<file path="src/rtl/cb32_pkg.sv">
// Shared types and the symbol table of the Crockford base32 encoder.
// No dependencies; used by every module of the block.
`default_nettype none

package cb32_pkg;

    // Work for one byte: up to three 5-bit groups, how many are used, end mark.
    typedef struct packed {
        logic [4:0] g0;
        logic [4:0] g1;
        logic [4:0] g2;
        logic [1:0] cnt;
        logic       last;
    } t_job;

    localparam int QUEUE_DEPTH = 2;

    localparam logic [7:0] C_ALPHA [0:31] = '{
        "0", "1", "2", "3", "4", "5", "6", "7",
        "8", "9", "A", "B", "C", "D", "E", "F",
        "G", "H", "J", "K", "M", "N", "P", "Q",
        "R", "S", "T", "V", "W", "X", "Y", "Z"
    };

    // Map a 5-bit group to its 7-bit ASCII symbol.
    function automatic logic [6:0] symbol_of(input logic [4:0] grp);
        logic [7:0] ch;
        ch = C_ALPHA[grp];
        return ch[6:0];
    endfunction

endpackage

`default_nettype wire

</file>
<file path="src/rtl/cb32_front.sv">
// Front end: takes message bytes, merges them with pending bits, and
// splits the result into 5-bit groups. Depends on cb32_pkg.
`default_nettype none

module cb32_front (
    input  wire logic         i_clk,
    input  wire logic         i_rst_n,
    input  wire logic         i_accept,
    input  wire logic [7:0]   i_data,
    input  wire logic         i_last,
    output cb32_pkg::t_job    o_job
);

    logic [3:0]  r_left;
    logic [2:0]  r_cnt;
    logic [3:0]  n_left;
    logic [2:0]  n_cnt;

    logic [11:0] w_full;
    logic [3:0]  w_total;
    logic [2:0]  w_shift;
    logic [11:0] w_win;
    logic        w_two;
    logic [2:0]  w_rem;
    logic [4:0]  w_mask;

    always_comb begin
        w_full  = {r_left, i_data};
        w_total = {1'b0, r_cnt} + 4'd8;
        w_shift = 3'(4'd12 - w_total);
        // Left-align the valid bits; zeros shift in for the final pad.
        w_win   = w_full << w_shift;
        w_two   = (w_total >= 4'd10);
        w_rem   = w_two ? 3'(w_total - 4'd10) : 3'(w_total - 4'd5);
        w_mask  = 5'((5'd1 << w_rem) - 5'd1);

        o_job.g0   = w_win[11:7];
        o_job.g1   = w_win[6:2];
        o_job.g2   = {w_win[1:0], 3'b000};
        o_job.cnt  = (w_two ? 2'd2 : 2'd1) + {1'b0, (i_last && (w_rem != 3'd0))};
        o_job.last = i_last;

        n_left = i_last ? 4'd0 : (w_full[3:0] & w_mask[3:0]);
        n_cnt  = i_last ? 3'd0 : w_rem;
    end

    always_ff @(posedge i_clk) begin
        if (!i_rst_n) begin
            r_left <= 4'd0;
            r_cnt  <= 3'd0;
        end else if (i_accept) begin
            r_left <= n_left;
            r_cnt  <= n_cnt;
        end
    end

endmodule

`default_nettype wire

</file>
<file path="src/rtl/cb32_queue.sv">
// Two-entry queue of group jobs between the front and back ends.
// Depends on cb32_pkg.
`default_nettype none

module cb32_queue (
    input  wire logic         i_clk,
    input  wire logic         i_rst_n,
    input  wire logic         i_push,
    input  wire cb32_pkg::t_job i_job,
    input  wire logic         i_pop,
    output cb32_pkg::t_job    o_job,
    output logic              o_valid,
    output logic              o_full
);

    cb32_pkg::t_job r_mem [cb32_pkg::QUEUE_DEPTH];
    logic           r_wp;
    logic           r_rp;
    logic [1:0]     r_count;

    assign o_job   = r_mem[r_rp];
    assign o_valid = (r_count != 2'd0);
    assign o_full  = (r_count == 2'(cb32_pkg::QUEUE_DEPTH));

    always_ff @(posedge i_clk) begin
        if (i_push) begin
            r_mem[r_wp] <= i_job;
        end
    end

    always_ff @(posedge i_clk) begin
        if (!i_rst_n) begin
            r_wp    <= 1'b0;
            r_rp    <= 1'b0;
            r_count <= 2'd0;
        end else begin
            if (i_push) begin
                r_wp <= ~r_wp;
            end
            if (i_pop) begin
                r_rp <= ~r_rp;
            end
            r_count <= r_count + {1'b0, i_push} - {1'b0, i_pop};
        end
    end

endmodule

`default_nettype wire

</file>
<file path="src/rtl/cb32_back.sv">
// Back end: steps through the groups of each job and drives one symbol per
// cycle into the output register while it is not stalled. Depends on cb32_pkg.
`default_nettype none

module cb32_back (
    input  wire logic         i_clk,
    input  wire logic         i_rst_n,
    input  wire cb32_pkg::t_job i_job,
    input  wire logic         i_job_valid,
    output logic              o_pop,
    output logic              o_valid,
    output logic [6:0]        o_symbol,
    output logic              o_last,
    input  wire logic         i_ready
);

    cb32_pkg::t_job r_job;
    logic           r_busy;
    logic [1:0]     r_idx;
    logic           r_ovalid;
    logic [6:0]     r_sym;
    logic           r_olast;

    logic [4:0]     w_grp;
    logic           w_free;
    logic           w_emit;
    logic           w_end;

    always_comb begin
        unique case (r_idx)
            2'd0:    w_grp = r_job.g0;
            2'd1:    w_grp = r_job.g1;
            default: w_grp = r_job.g2;
        endcase
        w_free = !r_ovalid || i_ready;
        w_emit = r_busy && w_free;
        w_end  = (r_idx == (r_job.cnt - 2'd1));
        // Take the next job when idle, or as the current one hands over its final symbol.
        o_pop  = i_job_valid && (!r_busy || (w_emit && w_end));
    end

    assign o_valid  = r_ovalid;
    assign o_symbol = r_sym;
    assign o_last   = r_olast;

    always_ff @(posedge i_clk) begin
        if (w_emit) begin
            r_sym   <= cb32_pkg::symbol_of(w_grp);
            r_olast <= r_job.last && w_end;
        end
        if (o_pop) begin
            r_job <= i_job;
        end
    end

    always_ff @(posedge i_clk) begin
        if (!i_rst_n) begin
            r_busy   <= 1'b0;
            r_idx    <= 2'd0;
            r_ovalid <= 1'b0;
        end else begin
            if (w_emit) begin
                r_ovalid <= 1'b1;
            end else if (i_ready) begin
                r_ovalid <= 1'b0;
            end
            if (o_pop) begin
                r_busy <= 1'b1;
                r_idx  <= 2'd0;
            end else if (w_emit) begin
                r_idx <= r_idx + 2'd1;
                if (w_end) begin
                    r_busy <= 1'b0;
                end
            end
        end
    end

endmodule

`default_nettype wire

</file>
<file path="src/rtl/crockford_base32_encoder_top.sv">
// Top level of the Crockford base32 encoder: front end, job queue, back end.
// Depends on cb32_pkg, cb32_front, cb32_queue and cb32_back.
`default_nettype none

// Crockford base32 encoder. Feed a message one byte per item on the slave
// stream, tlast high on its final byte; symbols leave on the master stream
// as ASCII, most significant bits first, tlast high on the final symbol of
// the message. A byte yields one or two symbols, the final byte up to three
// (the last one zero-padded); no '=' padding is ever produced. The front end
// turns a byte into a job in the same cycle it is accepted and pushes it into
// a two-entry queue, so bytes are taken on consecutive cycles as long as the
// queue has room. The back end sends one symbol per cycle while the master
// stream is ready, through a single output register, and this register port
// sets the sustained rate, with the symbols of successive bytes following
// back to back. Into an empty block, a byte's job passes through the queue
// entry and the back end's job register before its first symbol is registered.
module crockford_base32_encoder_top (
    input  wire logic       i_clk,
    input  wire logic       i_rst_n,
    input  wire logic       s_axis_tvalid,
    output logic            s_axis_tready,
    input  wire logic [7:0] s_axis_tdata,   // [7:0] data_byte
    input  wire logic       s_axis_tlast,   // last_byte
    output logic            m_axis_tvalid,
    input  wire logic       m_axis_tready,
    output logic [7:0]      m_axis_tdata,   // [6:0] symbol, [7] zero fill
    output logic            m_axis_tlast    // last_symbol
);

    cb32_pkg::t_job w_front_job;
    cb32_pkg::t_job w_head_job;
    logic           w_accept;
    logic           w_q_valid;
    logic           w_q_full;
    logic           w_pop;
    logic [6:0]     w_symbol;

    // Accept a byte whenever the queue has a free entry.
    assign s_axis_tready = !w_q_full;
    assign w_accept      = s_axis_tvalid && s_axis_tready;

    cb32_front u_front (
        .i_clk    (i_clk),
        .i_rst_n  (i_rst_n),
        .i_accept (w_accept),
        .i_data   (s_axis_tdata),
        .i_last   (s_axis_tlast),
        .o_job    (w_front_job)
    );

    cb32_queue u_queue (
        .i_clk   (i_clk),
        .i_rst_n (i_rst_n),
        .i_push  (w_accept),
        .i_job   (w_front_job),
        .i_pop   (w_pop),
        .o_job   (w_head_job),
        .o_valid (w_q_valid),
        .o_full  (w_q_full)
    );

    cb32_back u_back (
        .i_clk       (i_clk),
        .i_rst_n     (i_rst_n),
        .i_job       (w_head_job),
        .i_job_valid (w_q_valid),
        .o_pop       (w_pop),
        .o_valid     (m_axis_tvalid),
        .o_symbol    (w_symbol),
        .o_last      (m_axis_tlast),
        .i_ready     (m_axis_tready)
    );

    // Pad the 7-bit symbol to a whole byte.
    assign m_axis_tdata = {1'b0, w_symbol};

endmodule

`default_nettype wire

</file>
<file path="config.mk">
export PLATFORM = sky130hd
export DESIGN_NAME = crockford_base32_encoder_top
export DESIGN_NICKNAME = d
export VERILOG_FILES = /design/src/rtl/cb32_pkg.sv /design/src/rtl/cb32_front.sv /design/src/rtl/cb32_queue.sv /design/src/rtl/cb32_back.sv /design/src/rtl/crockford_base32_encoder_top.sv
export SDC_FILE = /design/constraint.sdc
export NUM_CORES = 1
export LEC_CHECK = 0
export ABC_AREA = 1
export BUFFER_PORTS_ARGS = -buffer_cell sky130_fd_sc_hd__buf_2
export CAP_MARGIN = 20
export CORE_MARGIN = 2
export CORE_UTILIZATION = 56
export CTS_CLUSTER_DIAMETER = 30
export DETAILED_ROUTE_END_ITERATION = 12
export PLACE_DENSITY_LB_ADDON = 0.1
export SETUP_SLACK_MARGIN = 0.5
export SLEW_MARGIN = 20
export SYNTH_ARGS = -nofsm -noshare
export SYNTH_HDL_FRONTEND = slang
export SYNTH_SLANG_ARGS = --single-unit
</file>
<file path="constraint.sdc">
create_clock -name i_clk -period 4.68 [get_ports i_clk]
set_input_delay 0.234 -clock i_clk [delete_from_list [all_inputs] [get_ports i_clk]]
set_output_delay 0.234 -clock i_clk [all_outputs]
set_load 0.005 [all_outputs]
</file>
## Word level (Yosys, flattened, before mapping)

Memory sizes are Yosys's and may differ from the RTL's. A register that Yosys moved wholly into a read port is not among the register bits.
Index checks and enable logic that the tools add are counted.

- Bits in registers: 21
- Memory bits (writable): 30
- Memory bits (read-only): 256
- Bits of input ports: 13
- Logic and storage cells: 64
- Memories kept: 2

Memories:

| memory | depth | width | read ports | clocked after memory_dff | wr ports | RTL line | RTL |
|---|---|---|---|---|---|---|---|
| (name not given) | 32 | 8 | 1 | 1 | 0 | cb32_pkg.sv:28 | `ch = C_ALPHA[grp];` |
| u_queue.r_mem | 2 | 15 | 1 | 1 | 1 | cb32_queue.sv:16 | `cb32_pkg::t_job r_mem [cb32_pkg::QUEUE_DEPTH];` |

- Add/sub/neg operators: 10
- $lt $le $gt $ge: 1
- Equality and inequality tests: 3
- Shift-type cells: 2
- Mux-type cells: 12
- Bitwise gates (word level): 5
- Reduce and logical (&&, ||, !) cells: 19

Operators by type and width:

| cell | count |
|---|---|
| $shl A12 B3 Y12 | 1 |
| $pmux W5 S2 | 1 |
| $reduce_bool A2 Y1 | 4 |
| $mux W1 | 7 |
| $logic_and A1 B1 Y1 | 6 |
| $mux W3 | 2 |
| $not A5 Y6 | 1 |
| $add A2 B1 Y2 | 2 |
| $add A3 B4 Y4 const B | 1 |
| $and A4 B4 Y4 | 1 |
| $ge A4 B4 Y1 const B | 1 |
| $mux W4 | 1 |
| $shl A1 B3 Y4 const A | 1 |
| $sub A4 B1 Y4 const B | 1 |
| $logic_not A1 Y1 | 3 |
| $not A1 Y1 | 3 |
| $reduce_bool A3 Y1 | 1 |
| $sub A3 B2 Y3 const B | 1 |
| $sub A3 B3 Y3 const A | 1 |
| $sub A3 B3 Y3 const B | 1 |
| $add A2 B1 Y2 const B | 1 |
| $eq A2 B1 Y1 const B | 1 |
| $eq A2 B2 Y1 | 1 |
| $eq A2 B2 Y1 const B | 1 |
| 7 further kinds | 8 |

## Longest topological paths before layout

- Word-level depth: 8
- Mapped depth: 15
- Depth with buffers taken out: 14

## Modules after synthesis

A second synthesis with hierarchy kept.

- Cell total of the unflattened synthesis: 391
- Area, all modules: 3971.3 µm²

By module, submodules not included:

| module | instances | cells each | area each (µm²) | sequential area each (µm²) |
|---|---|---|---|---|
| cb32_queue | 1 | 89 | 1577.8 | 1181.1 |
| cb32_back | 1 | 151 | 1480.2 | 860.8 |
| cb32_front | 1 | 146 | 888.4 | 140.1 |
| crockford_base32_encoder_top | 1 | 5 | 25.0 | 0.0 |

## Worst setup path before layout

Ideal clock, no wire load.

- Path kind: flip-flop to flip-flop
- From: reg u_back.r_ovalid, in the netlist u_back.o_valid
- To: reg u_queue.r_count[1]
- Library setup time: 70 ps
- Arrival time: 2174 ps
- Data required time: 4610 ps
- Path slack: 2436 ps
- Stages on the path, launching flop included: 14
- Buffers on the path: 0
- Cell sequence: dfxtp_1 -> nand2_1 -> nand2_1 -> inv_1 -> nand3_1 -> nand2_1 -> nand2_1 -> inv_1 -> ha_1 -> inv_1 -> ha_1 -> xor2_1 -> o21ai_0 -> a21oi_1

- Word-level cells in the longest chain between the ends: 7

RTL lines:

| item | RTL line | RTL |
|---|---|---|
| from (decl) | cb32_back.sv:20 | `logic r_ovalid;` |
| from (signal assigned) | cb32_back.sv:60 | `r_ovalid <= 1'b0;` |
| from (signal assigned) | cb32_back.sv:63 | `r_ovalid <= 1'b1;` |
| from (signal assigned) | cb32_back.sv:65 | `r_ovalid <= 1'b0;` |
| $logic_not A1 Y1 | cb32_back.sv:35 | `w_free = !r_ovalid \|\| i_ready;` |
| $logic_or A1 B1 Y1 | cb32_back.sv:35 |  |
| $logic_and A1 B1 Y1 | cb32_back.sv:36 | `w_emit = r_busy && w_free;` |
| via u_back.w_emit | cb32_back.sv:26 | `logic w_emit;` |
| $logic_and A1 B1 Y1 | cb32_back.sv:39 | `o_pop = i_job_valid && (!r_busy \|\| (w_emit && w_end));` |
| $logic_or A1 B1 Y1 | cb32_back.sv:39 |  |
| $logic_and A1 B1 Y1 | cb32_back.sv:39 |  |
| via u_back.o_pop | cb32_back.sv:10 | `output logic o_pop,` |
| $sub A2 B1 Y2 | cb32_queue.sv:43 | `r_count <= r_count + {1'b0, i_push} - {1'b0, i_pop};` |
| to (signal assigned) | cb32_queue.sv:43 |  |
| to (decl) | cb32_queue.sv:19 | `logic [1:0] r_count;` |

The timed path passes the listed nets, and every way through them passes these cells.
A chain may end at the register's enable or synchronous reset.

## Worst setup path in the final report

- From: reg u_front.r_cnt[0]
- To: reg u_front.r_left[1]

- Word-level cells in the longest chain between the ends: 7
- Elaborated cells between the ends (all ways): 9
- Classes of those cells: add/sub: 4; order compare: 1; shift: 1; mux: 2; bitwise: 1

RTL lines:

| item | RTL line | RTL |
|---|---|---|
| from (decl) | cb32_front.sv:15 | `logic [2:0] r_cnt;` |
| from (signal assigned) | cb32_front.sv:53 | `r_cnt <= n_cnt;` |
| $add A3 B4 Y4 * | cb32_front.sv:29 | `w_total = {1'b0, r_cnt} + 4'd8;` |
| $ge A4 B4 Y1, or another cell as far along | cb32_front.sv:33 | `w_two = (w_total >= 4'd10);` |
| $mux W3 * | cb32_front.sv:34 | `w_rem = w_two ? 3'(w_total - 4'd10) : 3'(w_total - 4'd5);` |
| $shl A1 B3 Y4 * | cb32_front.sv:35 | `w_mask = 5'((5'd1 << w_rem) - 5'd1);` |
| $sub A4 B1 Y4 * | cb32_front.sv:35 |  |
| $and A4 B4 Y4 * | cb32_front.sv:43 | `n_left = i_last ? 4'd0 : (w_full[3:0] & w_mask[3:0]);` |
| $mux W4 * | cb32_front.sv:43 |  |
| to (signal assigned) | cb32_front.sv:52 | `r_left <= n_left;` |
| to (decl) | cb32_front.sv:14 | `logic [3:0] r_left;` |

Every way passes the cells marked *; elsewhere a longest branch is shown, timed or not.

==> metrics.txt <==
setup bufs post-CTS 0; height of the die 82.9 microns; Internal approximately 1600 uW; nets 410; grt ovf 0; TritonCTS clock tree yes; P_sw a little over 900 uW; vias in the first global route between 2000 and 2500; Mapped Area 3490 sq um; max-cap viol count 0; first-pass GRT wire length 10000 microns; layout cells sized above 1 between 15 and 20%; sequential share of power 41.0%; register area share after synthesis 54.2%; Syn-to-layout area delta 10.8%; CTS Sinks 68; initial antenna violation count 0; GPL Wtd Cong 0.918; critical path type flop to flop; CP required 4940 ps; CP Capture Type flop; Worst path slowest cell dfxtp_1; GRT Total Usage 17.9%; cells on worst reg2reg path 10; Worst R2R Start u_front.r_cnt[0]$_SDFFE_PN0P_; Longest Clk Path Bufs 2; H-tree depth 3; Worst-path clk slew 70 ps; CP max FO 16; # rows 28; Clock Latency Late Sink between 300 and 400 ps; DR WL/cell 12.3 microns; critical path cell sequence inv_2, ha_1, inv_2, nand3_1, nand2_2, inv_2, nand3_2, ha_1, nand3b_1, a21oi_1; Fmax between 300 and 400 MHz; delay-heaviest family, CP adder cells; Distinct cells, synth 34; Setup-failing EPs final 0; Via-to-Cell Ratio 5.09; sw frac 36.8%; Post-CTS Hold Fix Bufs 0; Setup crit start kind flop; R2R Setup Slk 2040 ps; DIE WIDTH 82.9 microns; outcome finished, final reports clean; TNS Setup 0 ps; hold path depth 1; skew final 13.1 ps; P_leak 0.00163 uW; die area ~6900 sq um; cells after synthesis 356; Syn Area/Cell roughly 9.8 sq um; Power Density 645 nW/um^2; final worst-path cycle share 56.5%; DR DRC count 0; Tightest Pin Transition 754 ps; Hold Startpoint s_axis_tlast; syn_nets 385; Initial Utilization 58.6%; routed via count ~2300; First-pass DRT Iterations 4; io pins 24; Routed WL 5690 microns; final hold slack 165 ps; largest net degree at the start of global routing 18; Crit path top cell by count inv_2; antenna viol nets, final 0; Yosys reg bits 68; RSZ-0062 raised after global routing no; Worst slew margin 49.7%; Worst Hold End u_queue.r_mem[1][0]$_DFFE_PP_; slowest stage delay, CP 670 ps; Clock Power Share between 10% and 20%; antenna cells 0; WP buf/inv 3; Worst Path Arrival 2900 ps; combinational power share 39.5%; number of port buffers 22; Final Hold Viols 0; cts repair resizes 0; crit path time final 2640 ps; worst flop-to-flop path endpoint u_front.r_left[1]$_SDFFE_PN0P_; DP Wirelength 4240 microns; Hold/Removal Path Class input pin to flop; Root Buffer clkbuf_8; First DRT Iteration DRCs 81; total number of yosys warnings 0; Core Footprint 5960 sq um; Slew Limit Fails 0; worst IR drop on VDD 0.345 mV; CTS Buf Count 9
[area by class of cell]
class                      count  area [sq um]
fill                         487          2090
inverter                      43           166
sequential                    68          1890
tap                           75          93.8
multi-input combinational    235          1380
clock inverter                 3          21.3
clock buffer                  13           191
timing repair buffer          24           125
[state kept, by name, summed over array words and instances (netlist names)]
| signal | count |
|---|---|
| u_back.r_job | 15 |
| u_back.r_busy | 1 |
| u_queue.r_count | 2 |
| u_back.o_symbol | 7 |
| u_queue.r_wp | 1 |
| u_back.r_idx | 2 |
| u_back.o_last | 1 |
| u_front.r_left | 4 |
| u_queue.r_rp | 1 |
| u_back.o_valid | 1 |
| u_queue.r_mem | 30 |
| u_front.r_cnt | 3 |
[metrics by stage]
| stage | utilization [%] | setup slack, ps | area, sq um | std cells | power, uW |
|---|---|---|---|---|---|
| after detailed placement | 61.4 | 2020 | 3650 | 445 | 2030 |
| after global routing | 64.9 | 1780 | 3870 | 461 | 2710 |
| final | 64.9 | 2040 | 3870 | 461 | 2490 |
| after CTS | 64.9 | 2030 | 3870 | 461 | 2520 |
| after floorplan | - | 2440 | 3490 | 356 | 1810 |
| after global placement | 61.4 | 2150 | 3650 | 445 | 2000 |
[cell usage in the layout, fill, tap and decap left out, drive strengths merged, types with 3 or more instances in the layout]
cell type	instances
nand2	104
nand3	21
clkinv	3
o21ai	29
ha	16
clkbuf	13
buf	24
nor2	11
inv	43
dfxtp	15
nand4	3
a21oi	14
mux2i	4
mux2	15
edfxtp	53
o22ai	4
[worst max path at each step]
stage,slack (ps),depth (start not counted),endpoint,start
final,2040,10,u_front.r_left[1]$_SDFFE_PN0P_,u_front.r_cnt[0]$_SDFFE_PN0P_
after global routing,1780,10,u_front.r_left[1]$_SDFFE_PN0P_,u_front.r_cnt[0]$_SDFFE_PN0P_
after CTS,2030,10,u_front.r_left[1]$_SDFFE_PN0P_,u_front.r_cnt[0]$_SDFFE_PN0P_
after detailed placement,2020,15,u_queue.r_count[1]$_SDFF_PN0_,m_axis_tready
after global placement,2150,10,u_front.r_left[1]$_SDFFE_PN0P_,u_front.r_cnt[0]$_SDFFE_PN0P_
after floorplan,2440,13,u_queue.r_count[1]$_SDFF_PN0_,u_back.o_valid$_SDFFE_PN0P_
[synth_stat cells, drive strengths merged]
library cell  number  area [sq um]
or2                1          6.26
nor2              11          41.3
edfxtp            53          1590
buf                9          50.0
o22ai              4          31.3
o21ai             29           145
a21oi             14          73.8
nand3             21           115
nor3               2          10.0
clkbuf             1          3.75
o211ai             2          15.0
mux2              15           169
clkinv             3          16.3
ha                16           200
nand2            104           438
xor2               2          17.5
nand4              3          18.8
conb               1          3.75
dfxtp             15           300
mux2i              4          40.0
nand3b             2          15.0
and3               2          12.5
xnor2              2          25.0
inv               40           150
[kinds of logic (layout without fill, tap and decap cells)]
kind of cell    after synthesis  in the layout  synth area share (%)
flops                        68             68                  54.2
xor+xnor                      4              4                  1.22
simple gates                146            146                  18.8
mux                          19             19                  5.99
buf+inv                      53             83                  6.31
fa+ha+maj                    16             16                  5.74
other cells                   1              1                 0.107
compound gates               49             49                  7.60
[power by group through the flow]
stage / Clock [uW] / Sequential [uW] / Combinational, uW
finish: 486 / 1020 / 985
global route: 529 / 1040 / 1140
floorplan: 0 / 999 / 807
global placement: 0 / 1030 / 973
CTS: 504 / 1030 / 994
detailed placement: 0 / 1040 / 989
[layer usage]
layer	up-vias	share of wire, %	track usage, %
li1	1246	-	-
met1	1046	48	22.4
met2	44	47	29.8
met3	11	3.9	4.17
met4	0	1.9	7.75
met5	-	0	0
No activity file was read; power rests on OpenSTA's default activity.
